--- config.mk ---
export PLATFORM = sky130hd
export DESIGN_NAME = color_blob_tracker_core
export DESIGN_NICKNAME = d
export VERILOG_FILES = /design/src/rtl/core/cbt_pkg.sv /design/src/rtl/core/color_blob_tracker_core.sv /design/src/rtl/core/cbt_front.sv /design/src/rtl/core/cbt_queue.sv /design/src/rtl/core/cbt_back.sv
export SDC_FILE = /design/constraint.sdc
export NUM_CORES = 2
export LEC_CHECK = 0
export BUFFER_PORTS_ARGS = -buffer_cell sky130_fd_sc_hd__clkbuf_2
export CORE_UTILIZATION = 62
export CTS_CLUSTER_DIAMETER = 80
export DETAILED_ROUTE_END_ITERATION = 10
export HOLD_SLACK_MARGIN = 0.1
export PLACE_DENSITY = 0.84
export SLEW_MARGIN = 20
export SYNTH_ARGS = -nofsm -noshare
export SYNTH_HDL_FRONTEND = slang
export SYNTH_HIERARCHICAL = 1
export SYNTH_SLANG_ARGS = --single-unit
--- constraint.sdc ---
create_clock -name i_clk -period 21.7 [get_ports i_clk]
set_clock_uncertainty 0.1 [all_clocks]
set_input_delay 1.085 -clock i_clk [delete_from_list [all_inputs] [get_ports i_clk]]
set_output_delay 1.085 -clock i_clk [all_outputs]
set_load 0.02 [all_outputs]
--- src/rtl/core/cbt_pkg.sv ---
// Package for the color blob tracker: payload structs, register indexes, color codes.
// No dependencies; every module of the tracker imports it.
`timescale 1ns / 1ps
`default_nettype none
package cbt_pkg;
    localparam int unsigned CoordBitsDefault = 9;
    localparam int unsigned NumColors = 4;
    localparam int unsigned CountBits = 19;
    localparam int unsigned CfgIdxBits = 3;
    localparam int unsigned CfgDataBits = 19;

    localparam logic [CfgIdxBits-1:0] REG_TARGET = 3'd0;
    localparam logic [CfgIdxBits-1:0] REG_MINPIX = 3'd1;
    localparam logic [CfgIdxBits-1:0] REG_SHIFT = 3'd2;
    localparam logic [CfgIdxBits-1:0] REG_WIDTH = 3'd3;
    localparam logic [CfgIdxBits-1:0] REG_HEIGHT = 3'd4;

    typedef enum logic [2:0] {
        t_col_black = 3'd0, t_col_red = 3'd1, t_col_green = 3'd2,
        t_col_blue = 3'd3, t_col_unknown = 3'd4
    } t_color;

    typedef struct packed {
        logic        kind;
        logic [15:0] pixel;
        logic [8:0]  pos_x;
        logic [8:0]  pos_y;
    } t_in_item;

    typedef struct packed {
        logic        found;
        logic [8:0]  box_x;
        logic [8:0]  box_y;
        logic [9:0]  box_w;
        logic [9:0]  box_h;
        logic [8:0]  center_x;
        logic [8:0]  center_y;
        logic [18:0] area;
    } t_out_item;

    // One classified beat handed from the front to the back.
    typedef struct packed {
        logic        eof;
        logic        use_px;
        logic [1:0]  color;
        logic [8:0]  pos_x;
        logic [8:0]  pos_y;
    } t_cls_item;
endpackage
`default_nettype wire

--- src/rtl/core/color_blob_tracker_core.sv ---
// Top level of the color blob tracker: registers, front, queue and back.
// Depends on cbt_pkg, cbt_front, cbt_queue, cbt_back.
`timescale 1ns / 1ps
`default_nettype none
// In the front, a used pixel beat passes through the shared one-bit-per-cycle divider that
// forms saturation and then hue; an unused pixel or end-of-frame beat skips it. An
// end-of-frame beat holds the back for 28 steps of bit-serial centroid division and a
// final step that forms the result, before its result beat appears. The back
// accumulates one beat per cycle while it is not dividing or holding a result.
module color_blob_tracker_core (
    input  wire logic                    i_clk,
    input  wire logic                    i_rst_n,
    input  wire logic                    push,
    output logic                         full,
    input  wire cbt_pkg::t_in_item       i_data,
    output logic                         empty,
    input  wire logic                    pop,
    output cbt_pkg::t_out_item           o_data,
    input  wire logic                    i_cfg_we,
    input  wire logic [cbt_pkg::CfgIdxBits-1:0]  i_cfg_idx,
    input  wire logic [cbt_pkg::CfgDataBits-1:0] i_cfg_data
);
    import cbt_pkg::*;
    logic [1:0] r_target, r_shift;
    logic [18:0] r_min_pix;
    logic [9:0] r_width, r_height;
    always_ff @(posedge i_clk) begin
        if (!i_rst_n) begin
            r_target <= 2'd1; r_min_pix <= 19'd32; r_shift <= 2'd1;
            r_width <= 10'd320; r_height <= 10'd240;
        end else if (i_cfg_we) begin
            case (i_cfg_idx)
                REG_TARGET: r_target <= i_cfg_data[1:0];
                REG_MINPIX: r_min_pix <= i_cfg_data[18:0];
                REG_SHIFT:  r_shift <= i_cfg_data[1:0];
                REG_WIDTH:  r_width <= i_cfg_data[9:0];
                REG_HEIGHT: r_height <= i_cfg_data[9:0];
                default: ;
            endcase
        end
    end

    logic f_rdy, f_vld, q_rdy, q_vld, b_rdy, b_vld;
    t_cls_item f_item, q_item;
    assign full = !f_rdy;
    assign empty = !b_vld;

    cbt_front u_front (
        .i_clk, .i_rst_n, .i_valid(push), .i_item(i_data), .o_ready(f_rdy),
        .i_shift(r_shift), .i_width(r_width), .i_height(r_height),
        .o_valid(f_vld), .o_item(f_item), .i_ready(q_rdy)
    );
    cbt_queue u_queue (
        .i_clk, .i_rst_n, .i_valid(f_vld), .i_item(f_item), .o_ready(q_rdy),
        .o_valid(q_vld), .o_item(q_item), .i_ready(b_rdy)
    );
    cbt_back u_back (
        .i_clk, .i_rst_n, .i_valid(q_vld), .i_item(q_item), .o_ready(b_rdy),
        .i_target(r_target), .i_min_pix(r_min_pix), .i_width(r_width),
        .i_height(r_height), .o_valid(b_vld), .o_item(o_data), .i_ready(pop)
    );
endmodule
`default_nettype wire

--- src/rtl/core/cbt_front.sv ---
// Front: samples, converts RGB565 to HSV and classifies pixels, one beat at a time.
// Depends on cbt_pkg. Stage one expands and finds max/min, stage two divides (by a
// shared sequential divider), stage three classifies.
`timescale 1ns / 1ps
`default_nettype none
module cbt_front (
    input  wire logic              i_clk,
    input  wire logic              i_rst_n,
    input  wire logic              i_valid,
    input  wire cbt_pkg::t_in_item i_item,
    output logic                   o_ready,
    input  wire logic [1:0]        i_shift,
    input  wire logic [9:0]        i_width,
    input  wire logic [9:0]        i_height,
    output logic                   o_valid,
    output cbt_pkg::t_cls_item     o_item,
    input  wire logic              i_ready
);
    import cbt_pkg::*;

    typedef enum logic [1:0] {t_fs_idle, t_fs_divs, t_fs_divh, t_fs_out} t_fstate;

    t_fstate r_st, n_st;
    t_in_item r_in;
    logic [7:0] r_r, r_g, r_b, r_mx, r_mn;
    logic r_use;
    logic [15:0] r_num, r_quo;
    logic [8:0] r_den;
    logic [3:0] r_cnt;
    logic [7:0] r_s;
    logic signed [9:0] r_h;
    logic r_neg;
    logic [8:0] r_hbase;

    logic [7:0] c_r, c_g, c_b, c_mx, c_mn, diff;
    logic [12:0] er, eb;
    logic [13:0] eg;
    logic [9:0] step_mask;
    logic c_use;

    always_comb begin
        er = 13'(i_item.pixel[15:11]) * 13'd255;
        eg = 14'(i_item.pixel[10:5]) * 14'd255;
        eb = 13'(i_item.pixel[4:0]) * 13'd255;
        // Exact for these ranges: x/31 and x/63 via small reciprocal products.
        c_r = 8'((er * 29'd33826) >> 20);
        c_g = 8'((eg * 29'd16645) >> 20);
        c_b = 8'((eb * 29'd33826) >> 20);
        c_mx = c_r; c_mn = c_r;
        if (c_g > c_mx) c_mx = c_g;
        if (c_b > c_mx) c_mx = c_b;
        if (c_g < c_mn) c_mn = c_g;
        if (c_b < c_mn) c_mn = c_b;
        step_mask = (10'd1 << i_shift) - 10'd1;
        c_use = ({1'b0, i_item.pos_x} < i_width) && ({1'b0, i_item.pos_y} < i_height)
              && ((10'(i_item.pos_x) & step_mask) == '0)
              && ((10'(i_item.pos_y) & step_mask) == '0);
    end

    assign diff = r_mx - r_mn;
    assign o_ready = (r_st == t_fs_idle);

    // Hue numerator: 60 * |difference| with its sign and base remembered.
    logic [8:0] hd;
    logic hneg;
    logic [8:0] hbase;
    always_comb begin
        hd = '0; hneg = 1'b0; hbase = '0;
        if (r_mx == r_r) begin
            hneg = r_g < r_b; hd = hneg ? 9'(r_b - r_g) : 9'(r_g - r_b); hbase = 9'd0;
        end else if (r_mx == r_g) begin
            hneg = r_b < r_r; hd = hneg ? 9'(r_r - r_b) : 9'(r_b - r_r); hbase = 9'd120;
        end else begin
            hneg = r_r < r_g; hd = hneg ? 9'(r_g - r_r) : 9'(r_r - r_g); hbase = 9'd240;
        end
    end

    logic [16:0] trial;
    assign trial = {r_quo[15:0], r_num[15]} - 17'(r_den);

    always_comb begin
        n_st = r_st;
        case (r_st)
            t_fs_idle: if (i_valid) n_st = (i_item.kind || !c_use) ? t_fs_out : t_fs_divs;
            t_fs_divs: if (r_cnt == 4'd15) n_st = t_fs_divh;
            t_fs_divh: if (r_cnt == 4'd15) n_st = t_fs_out;
            t_fs_out:  if (i_ready) n_st = t_fs_idle;
            default:   n_st = t_fs_idle;
        endcase
    end

    always_ff @(posedge i_clk) begin
        if (!i_rst_n) r_st <= t_fs_idle;
        else r_st <= n_st;
        case (r_st)
            t_fs_idle: begin
                r_in <= i_item; r_use <= c_use && !i_item.kind;
                r_r <= c_r; r_g <= c_g; r_b <= c_b; r_mx <= c_mx; r_mn <= c_mn;
                r_num <= 16'(c_mx - c_mn) * 16'd255;
                r_den <= {1'b0, c_mx};
                r_quo <= '0; r_cnt <= '0;
            end
            t_fs_divs, t_fs_divh: begin
                // Restoring division, one quotient bit per cycle; r_quo holds the remainder
                // while r_num shifts out numerator bits and shifts in quotient bits.
                r_cnt <= r_cnt + 4'd1;
                if (!trial[16]) r_quo <= trial[15:0];
                else r_quo <= {r_quo[14:0], r_num[15]};
                r_num <= {r_num[14:0], !trial[16]};
                if (r_cnt == 4'd15) begin
                    if (r_st == t_fs_divs) begin
                        r_s <= (r_mx == 8'd0) ? 8'd0 : 8'({r_num[14:0], !trial[16]});
                        r_num <= 16'(hd) * 16'd60;
                        r_den <= {1'b0, diff};
                        r_neg <= hneg; r_hbase <= hbase;
                        r_quo <= '0;
                    end else begin
                        r_h <= (diff == 8'd0) ? 10'sd0 :
                            (r_neg ? 10'(r_hbase) - 10'({r_num[14:0], !trial[16]})
                                   : 10'(r_hbase) + 10'({r_num[14:0], !trial[16]}));
                    end
                end
            end
            default: ;
        endcase
    end

    logic signed [9:0] h;
    t_color col;
    always_comb begin
        h = (r_h < 0) ? r_h + 10'sd360 : r_h;
        if (r_mx <= 8'd70 && r_s <= 8'd130) col = t_col_black;
        else if (r_mx < 8'd45 || r_s < 8'd45) col = t_col_unknown;
        else if ((h >= 0 && h <= 18) || (h >= 340 && h <= 359)) col = t_col_red;
        else if (h >= 70 && h <= 165) col = t_col_green;
        else if (h >= 185 && h <= 260) col = t_col_blue;
        else col = t_col_unknown;
        o_valid = (r_st == t_fs_out);
        o_item.eof = r_in.kind;
        o_item.use_px = r_use && (col != t_col_unknown);
        o_item.color = col[1:0];
        o_item.pos_x = r_in.pos_x;
        o_item.pos_y = r_in.pos_y;
    end
endmodule
`default_nettype wire

--- src/rtl/core/cbt_queue.sv ---
// Two-entry queue between front and back.
// Depends on cbt_pkg.
`timescale 1ns / 1ps
`default_nettype none
module cbt_queue (
    input  wire logic               i_clk,
    input  wire logic               i_rst_n,
    input  wire logic               i_valid,
    input  wire cbt_pkg::t_cls_item i_item,
    output logic                    o_ready,
    output logic                    o_valid,
    output cbt_pkg::t_cls_item      o_item,
    input  wire logic               i_ready
);
    import cbt_pkg::*;
    t_cls_item r_mem [2];
    logic r_wp, r_rp;
    logic [1:0] r_n;
    logic wr, rd;
    assign o_ready = r_n != 2'd2;
    assign o_valid = r_n != 2'd0;
    assign o_item = r_mem[r_rp];
    assign wr = i_valid && o_ready;
    assign rd = o_valid && i_ready;
    always_ff @(posedge i_clk) begin
        if (wr) r_mem[r_wp] <= i_item;
        if (!i_rst_n) begin
            r_wp <= 1'b0; r_rp <= 1'b0; r_n <= '0;
        end else begin
            if (wr) r_wp <= !r_wp;
            if (rd) r_rp <= !r_rp;
            r_n <= r_n + 2'(wr) - 2'(rd);
        end
    end
endmodule
`default_nettype wire

--- src/rtl/core/cbt_back.sv ---
// Back: per-color statistics, frame-end report with sequential centroid division.
// Depends on cbt_pkg.
`timescale 1ns / 1ps
`default_nettype none
module cbt_back (
    input  wire logic               i_clk,
    input  wire logic               i_rst_n,
    input  wire logic               i_valid,
    input  wire cbt_pkg::t_cls_item i_item,
    output logic                    o_ready,
    input  wire logic [1:0]         i_target,
    input  wire logic [18:0]        i_min_pix,
    input  wire logic [9:0]         i_width,
    input  wire logic [9:0]         i_height,
    output logic                    o_valid,
    output cbt_pkg::t_out_item      o_item,
    input  wire logic               i_ready
);
    import cbt_pkg::*;
    localparam int unsigned COORD_BITS = CoordBitsDefault;
    localparam int unsigned SumBits = CountBits + COORD_BITS;
    localparam int unsigned DivSteps = SumBits;
    localparam logic [CountBits-1:0] CountMax = '1;

    typedef enum logic [1:0] {t_bs_run, t_bs_div, t_bs_out} t_bstate;

    t_bstate r_st, n_st;
    logic [CountBits-1:0]  r_cnt [NumColors];
    logic [SumBits-1:0]    r_sx [NumColors], r_sy [NumColors];
    logic [COORD_BITS-1:0] r_mnx [NumColors], r_mny [NumColors];
    logic [COORD_BITS-1:0] r_mxx [NumColors], r_mxy [NumColors];
    logic [SumBits-1:0] r_qx, r_qy, r_rx, r_ry;
    logic [$clog2(DivSteps+1)-1:0] r_step;
    t_out_item r_out;
    logic r_found;

    logic [CountBits-1:0] den, tc;
    logic [SumBits:0] tx, ty;
    logic clr, upd;
    assign tc = r_cnt[i_target];
    assign den = (tc == '0) ? CountBits'(1) : tc;
    assign tx = {r_rx, r_qx[SumBits-1]} - (SumBits+1)'(den);
    assign ty = {r_ry, r_qy[SumBits-1]} - (SumBits+1)'(den);
    assign o_ready = (r_st == t_bs_run);
    assign o_valid = (r_st == t_bs_out);
    assign o_item = r_out;
    assign upd = i_valid && o_ready && !i_item.eof && i_item.use_px
                 && r_cnt[i_item.color] != CountMax;
    assign clr = (r_st == t_bs_out) && i_ready;

    always_comb begin
        n_st = r_st;
        case (r_st)
            t_bs_run: if (i_valid && i_item.eof) n_st = t_bs_div;
            t_bs_div: if (r_step == ($bits(r_step))'(DivSteps)) n_st = t_bs_out;
            t_bs_out: if (i_ready) n_st = t_bs_run;
            default:  n_st = t_bs_run;
        endcase
    end

    logic [COORD_BITS-1:0] px, py;
    logic [9:0] hx, hy, cx, cy, bw, bh;
    logic signed [COORD_BITS+1:0] dw, dh;
    always_comb begin
        px = COORD_BITS'(i_item.pos_x);
        py = COORD_BITS'(i_item.pos_y);
        hx = (i_width == '0) ? 10'd0 : i_width - 10'd1;
        hy = (i_height == '0) ? 10'd0 : i_height - 10'd1;
        cx = (r_qx > SumBits'(hx)) ? hx : 10'(r_qx);
        cy = (r_qy > SumBits'(hy)) ? hy : 10'(r_qy);
        dw = $signed({2'b0, r_mxx[i_target]}) - $signed({2'b0, r_mnx[i_target]});
        dh = $signed({2'b0, r_mxy[i_target]}) - $signed({2'b0, r_mny[i_target]});
        bw = (dw < 0) ? 10'd1 : 10'(dw + 1);
        bh = (dh < 0) ? 10'd1 : 10'(dh + 1);
    end

    always_ff @(posedge i_clk) begin
        if (!i_rst_n) r_st <= t_bs_run;
        else r_st <= n_st;
        if (r_st == t_bs_run) begin
            r_qx <= r_sx[i_target]; r_qy <= r_sy[i_target];
            r_rx <= '0; r_ry <= '0; r_step <= '0;
            r_found <= tc >= i_min_pix;
        end
        if (r_st == t_bs_div && r_step != ($bits(r_step))'(DivSteps)) begin
            r_step <= r_step + 1'b1;
            r_rx <= tx[SumBits] ? {r_rx[SumBits-2:0], r_qx[SumBits-1]} : tx[SumBits-1:0];
            r_ry <= ty[SumBits] ? {r_ry[SumBits-2:0], r_qy[SumBits-1]} : ty[SumBits-1:0];
            r_qx <= {r_qx[SumBits-2:0], !tx[SumBits]};
            r_qy <= {r_qy[SumBits-2:0], !ty[SumBits]};
        end
        if (r_st == t_bs_div && r_step == ($bits(r_step))'(DivSteps)) begin
            r_out <= '0;
            if (r_found) begin
                r_out.found <= 1'b1;
                r_out.box_x <= 9'(r_mnx[i_target]);
                r_out.box_y <= 9'(r_mny[i_target]);
                r_out.box_w <= bw; r_out.box_h <= bh;
                r_out.center_x <= 9'(cx); r_out.center_y <= 9'(cy);
                r_out.area <= tc;
            end
        end
        for (int i = 0; i < NumColors; i++) begin
            if (!i_rst_n || clr) begin
                r_cnt[i] <= '0; r_sx[i] <= '0; r_sy[i] <= '0;
                r_mnx[i] <= '1; r_mny[i] <= '1; r_mxx[i] <= '0; r_mxy[i] <= '0;
            end else if (upd && i_item.color == 2'(i)) begin
                r_cnt[i] <= r_cnt[i] + 1'b1;
                r_sx[i] <= r_sx[i] + SumBits'(px);
                r_sy[i] <= r_sy[i] + SumBits'(py);
                if (px < r_mnx[i]) r_mnx[i] <= px;
                if (py < r_mny[i]) r_mny[i] <= py;
                if (px > r_mxx[i]) r_mxx[i] <= px;
                if (py > r_mxy[i]) r_mxy[i] <= py;
            end
        end
    end
endmodule
`default_nettype wire

== Word-level counts from Yosys, hierarchy flattened ==
Memories as Yosys holds them, arrays and structs flattened. A register that Yosys moved wholly into a read port is not among the register bits.
Index checks and enable logic that the tools add are counted.

* Register bits after elaboration: 378
* Latch bits: 0
* Bits in writable memories: 488
* Bits in read-only memories: 0
* Bits of input ports: 62
* Output and inout bits: 78
* Logic and storage cells: 449
* Memories: 8

{| class="wikitable"
|+ Memories
! name !! depth !! bits a word !! read ports !! clocked after memory_dff !! wr ports !! RTL line !! text
|-
| u_back.r_sx || 4 || 28 || 5 || 1 || 4 || cbt_back.sv:29 || <nowiki>logic [SumBits-1:0] r_sx [NumColors], r_sy [NumColors];</nowiki>
|-
| u_back.r_sy || 4 || 28 || 5 || 1 || 4 || cbt_back.sv:29 ||
|-
| u_back.r_cnt || 4 || 19 || 6 || 1 || 4 || cbt_back.sv:28 || <nowiki>logic [CountBits-1:0] r_cnt [NumColors];</nowiki>
|-
| u_queue.r_mem || 2 || 22 || 1 || 1 || 1 || cbt_queue.sv:16 || <nowiki>t_cls_item r_mem [2];</nowiki>
|-
| u_back.r_mnx || 4 || 9 || 5 || 1 || 4 || cbt_back.sv:30 || <nowiki>logic [COORD_BITS-1:0] r_mnx [NumColors], r_mny [NumColors];</nowiki>
|-
| u_back.r_mny || 4 || 9 || 5 || 1 || 4 || cbt_back.sv:30 ||
|-
| +2 memories || n/a || n/a || n/a || n/a || n/a || n/a ||
|}

* $add $sub $neg: 37
* $mul: 8
* Divide/modulo/power cells: 0
* Magnitude comparators: 43
* Eq/ne operators: 29
* Shift operators: 1
* Muxes and demuxes: 183
* Bitwise logic cells: 32
* Reduce and logical (&&, ||, !) cells: 65

{| class="wikitable"
|+ Operators with widths
! operator !! count
|-
| 28-bit two-way mux || 17
|-
| 9-bit two-way mux || 25
|-
| 28-bit by 9-bit adder with 28-bit output || 8
|-
| 19-bit two-way mux || 5
|-
| 1-bit two-way mux || 84
|-
| 16-bit two-way mux || 5
|-
| 19-bit by 1-bit adder with 19-bit output (second input constant) || 4
|-
| 76-bit two-way mux || 1
|-
| 9-bit greater-than comparator || 8
|-
| 9-bit < comparator || 8
|-
| 16-bit one-hot mux with 2 select lines || 2
|-
| 8-bit by 8-bit subtractor with 9-bit output || 7
|-
| 10-bit two-way mux || 6
|-
| 29-bit by 19-bit subtractor with 29-bit output || 2
|-
| 28-bit by 10-bit greater-than comparator with 1-bit output || 2
|-
| 13-bit by 15-bit multiplier with 27-bit output (second input constant) || 2
|-
| 2-bit two-way mux || 22
|-
| 10-bit zero test || 4
|-
| 8-bit < comparator || 5
|-
| 8-bit two-way mux || 5
|-
| 10-bit by 1-bit < comparator with 1-bit output (second input constant) || 3
|-
| 10-bit by 1-bit subtractor with 10-bit output (second input constant) || 3
|-
| 14-bit by 15-bit multiplier with 28-bit output (second input constant) || 1
|-
| 1-bit bitwise OR || 28
|-
| 62 further kinds || 141
|}

== Depth between registers and ports, before layout ==
* Word-level depth: 11
* Mapped depth: 84
* Gate-level depth less buffers: 83

== By module ==
The synthesis kept the hierarchy.

{| class="wikitable"
|+ By module, submodules not included
! module !! times used !! cells each !! area an instance (sq um) !! seq. area each (sq um)
|-
| cbt_back || 1 || 3,911 || 41,126.9 || 19,198.4
|-
| cbt_front || 1 || 2,079 || 19,518.7 || 3,823.7
|-
| cbt_queue || 1 || 98 || 1,843.0 || 1,421.4
|-
| color_blob_tracker_core || 1 || 175 || 1,731.7 || 860.8
|}

== Worst setup path before layout ==
OpenSTA, ideal clock, no wires.

* Kind: input port to flip-flop
* Start: input port i_data[26] (netlist bit)
* End: register u_front.r_num[15], data pin
* Setup time: 158 ps
* Data arrival time: 17,692 ps
* Required time: 21,442 ps
* Slack: 3,750 ps
* Stages: 77
* Path buffers: 1
* Cells stage by stage: fa_1 inv_1 fa_1 fa_1 inv_1 ha_1 a21oi_1 nor2_1 nor2_1 o21bai_1 a21oi_1 o21bai_1 a21oi_1 o21bai_1 a21oi_1 xnor2_1 and2_1 ha_1 [... 41 more ...] o21bai_1 inv_1 fa_1 fa_1 fa_1 inv_1 fa_1 inv_1 ha_1 a21oi_1 o21bai_1 a21oi_1 nor2b_1 o21a_1 o41ai_1 xnor2_1 mux4_2 o211ai_1

* Cells in the longest elaborated chain, start to end: 9
* Elaborated cells on any way between the ends: 13
* Classes of those cells: 1 x add/sub; 3 x mul; 4 x order compare; 5 x mux

{| class="wikitable"
|+ RTL lines
! element !! RTL line !! text
|-
| start: declaration || color_blob_tracker_core.sv:15 || <nowiki>input wire cbt_pkg::t_in_item i_data,</nowiki>
|-
| 6-bit by 8-bit multiplier with 14-bit output (*) || cbt_front.sv:43 || <nowiki>eg = 14'(i_item.pixel[10:5]) * 14'd255;</nowiki>
|-
| 14-bit by 15-bit multiplier with 28-bit output (*) || cbt_front.sv:47 || <nowiki>c_g = 8'((eg * 29'd16645) >> 20);</nowiki>
|-
| via u_front.c_g[7] || cbt_front.sv:35 || <nowiki>logic [7:0] c_r, c_g, c_b, c_mx, c_mn, diff;</nowiki>
|-
| 8-bit greater-than comparator / 8-bit < comparator (equally long branches) || cbt_front.sv:50, cbt_front.sv:52 ||
|-
| 8-bit two-way mux (on tied branches) || cbt_front.sv:50, cbt_front.sv:52 ||
|-
| 8-bit greater-than comparator / 8-bit < comparator (equally long branches) || cbt_front.sv:51, cbt_front.sv:53 ||
|-
| 8-bit two-way mux (on tied branches) || cbt_front.sv:51, cbt_front.sv:53 ||
|-
| 8-bit by 8-bit subtractor with 9-bit output (*) || cbt_front.sv:99 || <nowiki>r_num <= 16'(c_mx - c_mn) * 16'd255;</nowiki>
|-
| 16-bit by 8-bit multiplier with 16-bit output (*) || cbt_front.sv:99 ||
|-
| 16-bit one-hot mux with 2 select lines (*) || cbt_front.sv:95 || <nowiki>case (r_st)</nowiki>
|-
| end signal: assignment || cbt_front.sv:99 ||
|-
| end signal: assignment || cbt_front.sv:109 || <nowiki>r_num <= {r_num[14:0], !trial[16]};</nowiki>
|-
| end signal: assignment || cbt_front.sv:113 || <nowiki>r_num <= 16'(hd) * 16'd60;</nowiki>
|-
| end: declaration || cbt_front.sv:27 || <nowiki>logic [15:0] r_num, r_quo;</nowiki>
|}

Mark *: on every way through the listed nets, which the timed path passes. The rest lies on a longest branch.
A chain may end at the register's enable or synchronous reset.

== Final worst setup path ==
Same ends and word-level chain as after synthesis.

==> impl_metrics.prom <==
# TYPE chip_impl_metric gauge
chip_impl_metric{name="synth-async-reset-ratio",unit=""} 0
chip_impl_info{name="cts_root_buffer",value="clkbuf_16"} 1
chip_impl_info{name="setup.worst_path.start_class",value="input port"} 1
chip_impl_metric{name="number_of_cells_on_the_worst_reg_to_reg_path",unit=""} 30
chip_impl_metric{name="cts_hold_buf",unit=""} 0
chip_impl_metric{name="worst_ep_arrival_time",unit="ps"} 20090
chip_impl_metric{name="grt_start_max_net_pins",unit=""} 81
chip_impl_metric{name="synth-edff-count",unit=""} 808
chip_impl_metric{name="synth_adder_area_share",unit=""} 0.183
chip_impl_metric{name="setup-tns-final",unit="ps"} 0
chip_impl_metric{name="floorplan.initialDensity",unit=""} 0.628
chip_impl_info{name="hold_end",value="u_queue/r_mem[0][13]"} 1
chip_impl_metric{name="via_count_of_the_first_global_routing_pass",unit=""} 49000
chip_impl_info{name="cts_tree",value="built"} 1
chip_impl_metric{name="final_number_of_max_transition_violations",unit=""} 0
chip_impl_metric{name="report.final.hold_viol_count",unit=""} 0
chip_impl_metric{name="clk-insertion-delay-late",unit="ps"} 700
chip_impl_metric{name="remaining_drc_errors",unit=""} 0
chip_impl_info{name="critical-path-slowest-cell",value="fa_1"} 1
chip_impl_metric{name="syn_area_per_cell",unit="sq um"} 10.3
chip_impl_metric{name="cts_setup_buffers",unit=""} 0
chip_impl_info{name="run_status",value="complete, no violations"} 1
chip_impl_info{name="largest_family_of_logic_cells_by_synthesized_area",value="adder cells"} 1
chip_impl_metric{name="ios",unit=""} 140
chip_impl_info{name="timing.hold.worst.start",value="u_front/o_item[13]"} 1
chip_impl_metric{name="nets",unit=""} 7320
chip_impl_metric{name="place_congestion",unit=""} 0.963
chip_impl_metric{name="die_height",unit="microns"} 324
chip_impl_metric{name="cts_max_path_buffers",unit=""} 3
chip_impl_metric{name="fraction_of_the_mapped_netlist_area_in_simple_logic_gates",unit=""} 0.153
chip_impl_info{name="rsz0062_at_grt",value="false"} 1
chip_impl_info{name="min_path_type",value="register to register"} 1
chip_impl_metric{name="global_route.overflow_total",unit=""} 0
chip_impl_metric{name="synthesis.yosys.warnings",unit=""} 6
chip_impl_metric{name="timing.critical_path.required",unit="ps"} 22130
chip_impl_metric{name="num_rows",unit=""} 117
chip_impl_metric{name="post_layout_nonfiller_instances",unit=""} 7843
chip_impl_metric{name="tritoncts.num_buffers",unit=""} 94
chip_impl_metric{name="antenna_violations_before_repair",unit=""} 6
chip_impl_metric{name="placed_cells",unit=""} 7663
chip_impl_metric{name="max_freq",unit="MHz"} 50.9
chip_impl_metric{name="syn-num-nets",unit=""} 7190
chip_impl_metric{name="core-area",unit="sq um"} 102000
chip_impl_metric{name="grtUsageTotal",unit=""} 0.319
chip_impl_metric{name="synth.yosys.seq_area_share",unit=""} 0.394
chip_impl_info{name="largest_area_contributor_in_the_synthesized_netlist",value="edfxtp_1"} 1
chip_impl_metric{name="critical_path_peak_fanout",unit=""} 14
chip_impl_info{name="post_synth_main_area_contributors",value="edfxtp_1 (38%), ha_1 (14%), fa_1 (4.0%)"} 1
chip_impl_metric{name="place.port_buffers",unit=""} 139
chip_impl_metric{name="vias_per_cell",unit=""} 6.30
chip_impl_metric{name="tritoncts_num_sinks",unit=""} 860
chip_impl_metric{name="finalSetupViolations",unit=""} 0
chip_impl_metric{name="final_layout_size_suffix_gt1_frac",unit=""} 0.0845
chip_impl_metric{name="total_iterations_of_the_first_detailed_routing_run",unit=""} 6
chip_impl_metric{name="clkSlewWorstSetupHoldPaths",unit="ps"} 60
chip_impl_metric{name="rrSetupSlack",unit="ps"} 13460
chip_impl_metric{name="dieWidth",unit="microns"} 324
chip_impl_metric{name="crit_path_max_incr_delay",unit="ps"} 680
chip_impl_metric{name="area.growth.synth_to_final",unit="%"} 8.55
chip_impl_metric{name="detail_route.wl_per_cell",unit="microns"} 21.3
chip_impl_metric{name="finalWorstPathRequiredPeriod",unit="ps"} 19650
chip_impl_metric{name="worst-slew-pin-transition",unit="ps"} 1330
chip_impl_metric{name="sum_of_net_half_perimeters_after_detailed_placement",unit="mm"} 122
chip_impl_metric{name="floorplan.die_area",unit="sq um"} 105000
chip_impl_metric{name="detail_route.wirelength",unit="mm"} 167
chip_impl_metric{name="final.period_utilization",unit=""} 0.906
chip_impl_metric{name="synth.mux.area_fraction",unit=""} 0.0615
chip_impl_metric{name="htree_levels",unit=""} 3
chip_impl_metric{name="final.fill_count",unit=""} 7358
chip_impl_metric{name="synth.ff_latch_count",unit=""} 860
chip_impl_metric{name="post-synth-top-area-fraction",unit=""} 0.378
chip_impl_metric{name="syn-cell-area",unit="sq um"} 64200
chip_impl_info{name="worst_r2r_endpoint",value="u_front/r_num[14]"} 1
chip_impl_metric{name="detail_route.iter0.violations",unit=""} 4918
chip_impl_metric{name="antenna_left",unit=""} 0
chip_impl_metric{name="ys_types",unit=""} 101
chip_impl_info{name="dominantRegCellSynth",value="edfxtp_1"} 1
chip_impl_metric{name="yosys.area_share.xor_xnor",unit=""} 0.0647
chip_impl_metric{name="hold_depth",unit=""} 0
chip_impl_info{name="synthMostInstantiatedCell",value="edfxtp_1"} 1
chip_impl_metric{name="drv_cap",unit=""} 0
chip_impl_metric{name="via_count",unit=""} 49400
chip_impl_metric{name="post_cts_resized",unit=""} 0
chip_impl_metric{name="grt_first_pass_wirelength",unit="mm"} 262
chip_impl_info{name="worst_r2r_startpoint",value="u_front/r_r[1]"} 1
chip_impl_info{name="critPathKind",value="input port to register"} 1
chip_impl_info{name="endpoint_type_of_the_worst_setup_path",value="register"} 1
chip_impl_metric{name="timing.slew.headroom",unit=""} 0.107
chip_impl_metric{name="synth_compound_area_frac",unit=""} 0.0953
chip_impl_metric{name="syn_inst",unit=""} 6263
chip_impl_info{name="ranking_of_synthesized_cells_by_instance_count",value="edfxtp_1 (808), ha_1 (737), inv_1 (655)"} 1
==> cell type report <==
class / count / area, sq um / share of cell area
Multi-Input combinational cell: 4588 / 35900 / 0.515
Sequential cell: 860 / 25300 / 0.363
Inverter: 659 / 2470 / 0.0355
Clock buffer: 116 / 2460 / 0.0354
Tap cell: 1368 / 1710 / 0.0246
Timing Repair Buffer: 190 / 1090 / 0.0156
Clock inverter: 59 / 718 / 0.0103
Antenna cell: 3 / 7.51 / 0.000108
==> per-stage QoR <==
step                      setup WS (ps)   util  cell area, sq um  hold WS [ps]
after detailed placement           1510  0.650             66400           332
final                              2050  0.682             69700           346
after global placement             1920  0.650             66400           321
after global routing                301  0.682             69700           363
after floorplan                    3750      -             64200           321
after CTS                          2110  0.681             69600           347
==> layer usage <==
metal  GRT usage  up-vias  share of wire
met5           0        -              0
met4       0.119        0          0.038
met3      0.0612      428           0.11
met2       0.509     2530           0.46
met1       0.432    23900           0.40
li1            -    22500              -
==> worst max-delay path, delay by kind of cell <==
family	cells	cell delay, ps
adders and majority gates	19	7780
buffers and inverters	8	850
xor gates and xnor gates	4	1030
muxes	2	880
AOI/OAI and AO/OA	31	6370
and+or+nand+nor	13	2100
==> cell usage in the layout, fill, tap and decap left out, types with 94 or more instances in the layout <==
master	instances
edfxtp_1	808
ha_1	736
inv_1	655
nor2_1	571
nand2_1	521
a21oi_1	321
xor2_1	249
xnor2_1	216
o21ai_0	204
nand3_1	159
clkbuf_2	140
fa_1	128
mux4_2	113
or3_1	111
nor3_1	106
a21o_1	98
and2_1	98
nor2b_1	96
clkbuf_16	94
==> worst max-delay path by stage <==
| stage | start | slack (ps) | end | depth (start not counted) |
|---|---|---|---|---|
| global placement | i_data[26] | 1920 | u_front/r_num[15] | 77 |
| finish | i_data[26] | 2050 | u_front/r_num[15] | 77 |
| global route | i_data[26] | 300 | u_front/r_num[15] | 79 |
| floorplan | i_data[26] | 3750 | u_front/r_num[15] | 77 |
| CTS | i_data[26] | 2110 | u_front/r_num[15] | 79 |
| detailed placement | i_data[26] | 1510 | u_front/r_num[15] | 79 |
==> state kept, by name, indices dropped and copies added (netlist names), 16 cells and up, named ones only <==
| name | count |
|---|---|
| r_min_pix | 19 |
| u_back/o_item | 76 |
| u_back/r_cnt | 76 |
| u_back/r_mnx | 36 |
| u_back/r_mny | 36 |
| u_back/r_mxx | 36 |
| u_back/r_mxy | 36 |
| u_back/r_qx | 28 |
| u_back/r_qy | 28 |
| u_back/r_rx | 28 |
| u_back/r_ry | 28 |
| u_back/r_sx | 112 |
| u_back/r_sy | 112 |
| u_front/o_item | 19 |
| u_front/r_num | 16 |
| u_front/r_quo | 16 |
| u_queue/r_mem | 44 |
==> cell families (layout without fill, tap and decap cells) <==
family | after synthesis | in the layout
adder cells (fa/ha/maj) | 865 | 865
flip-flops | 860 | 860
buffers and inverters | 815 | 1024
AO/OA/AOI/OAI | 972 | 972
multiplexers | 247 | 247
XOR/XNOR | 469 | 469
other | 0 | 3
AND/OR/NAND/NOR | 2035 | 2035
Power is left out: the tool's default activity adds up to more than one toggle a clock period on the data nets, which glitch-free logic cannot reach.
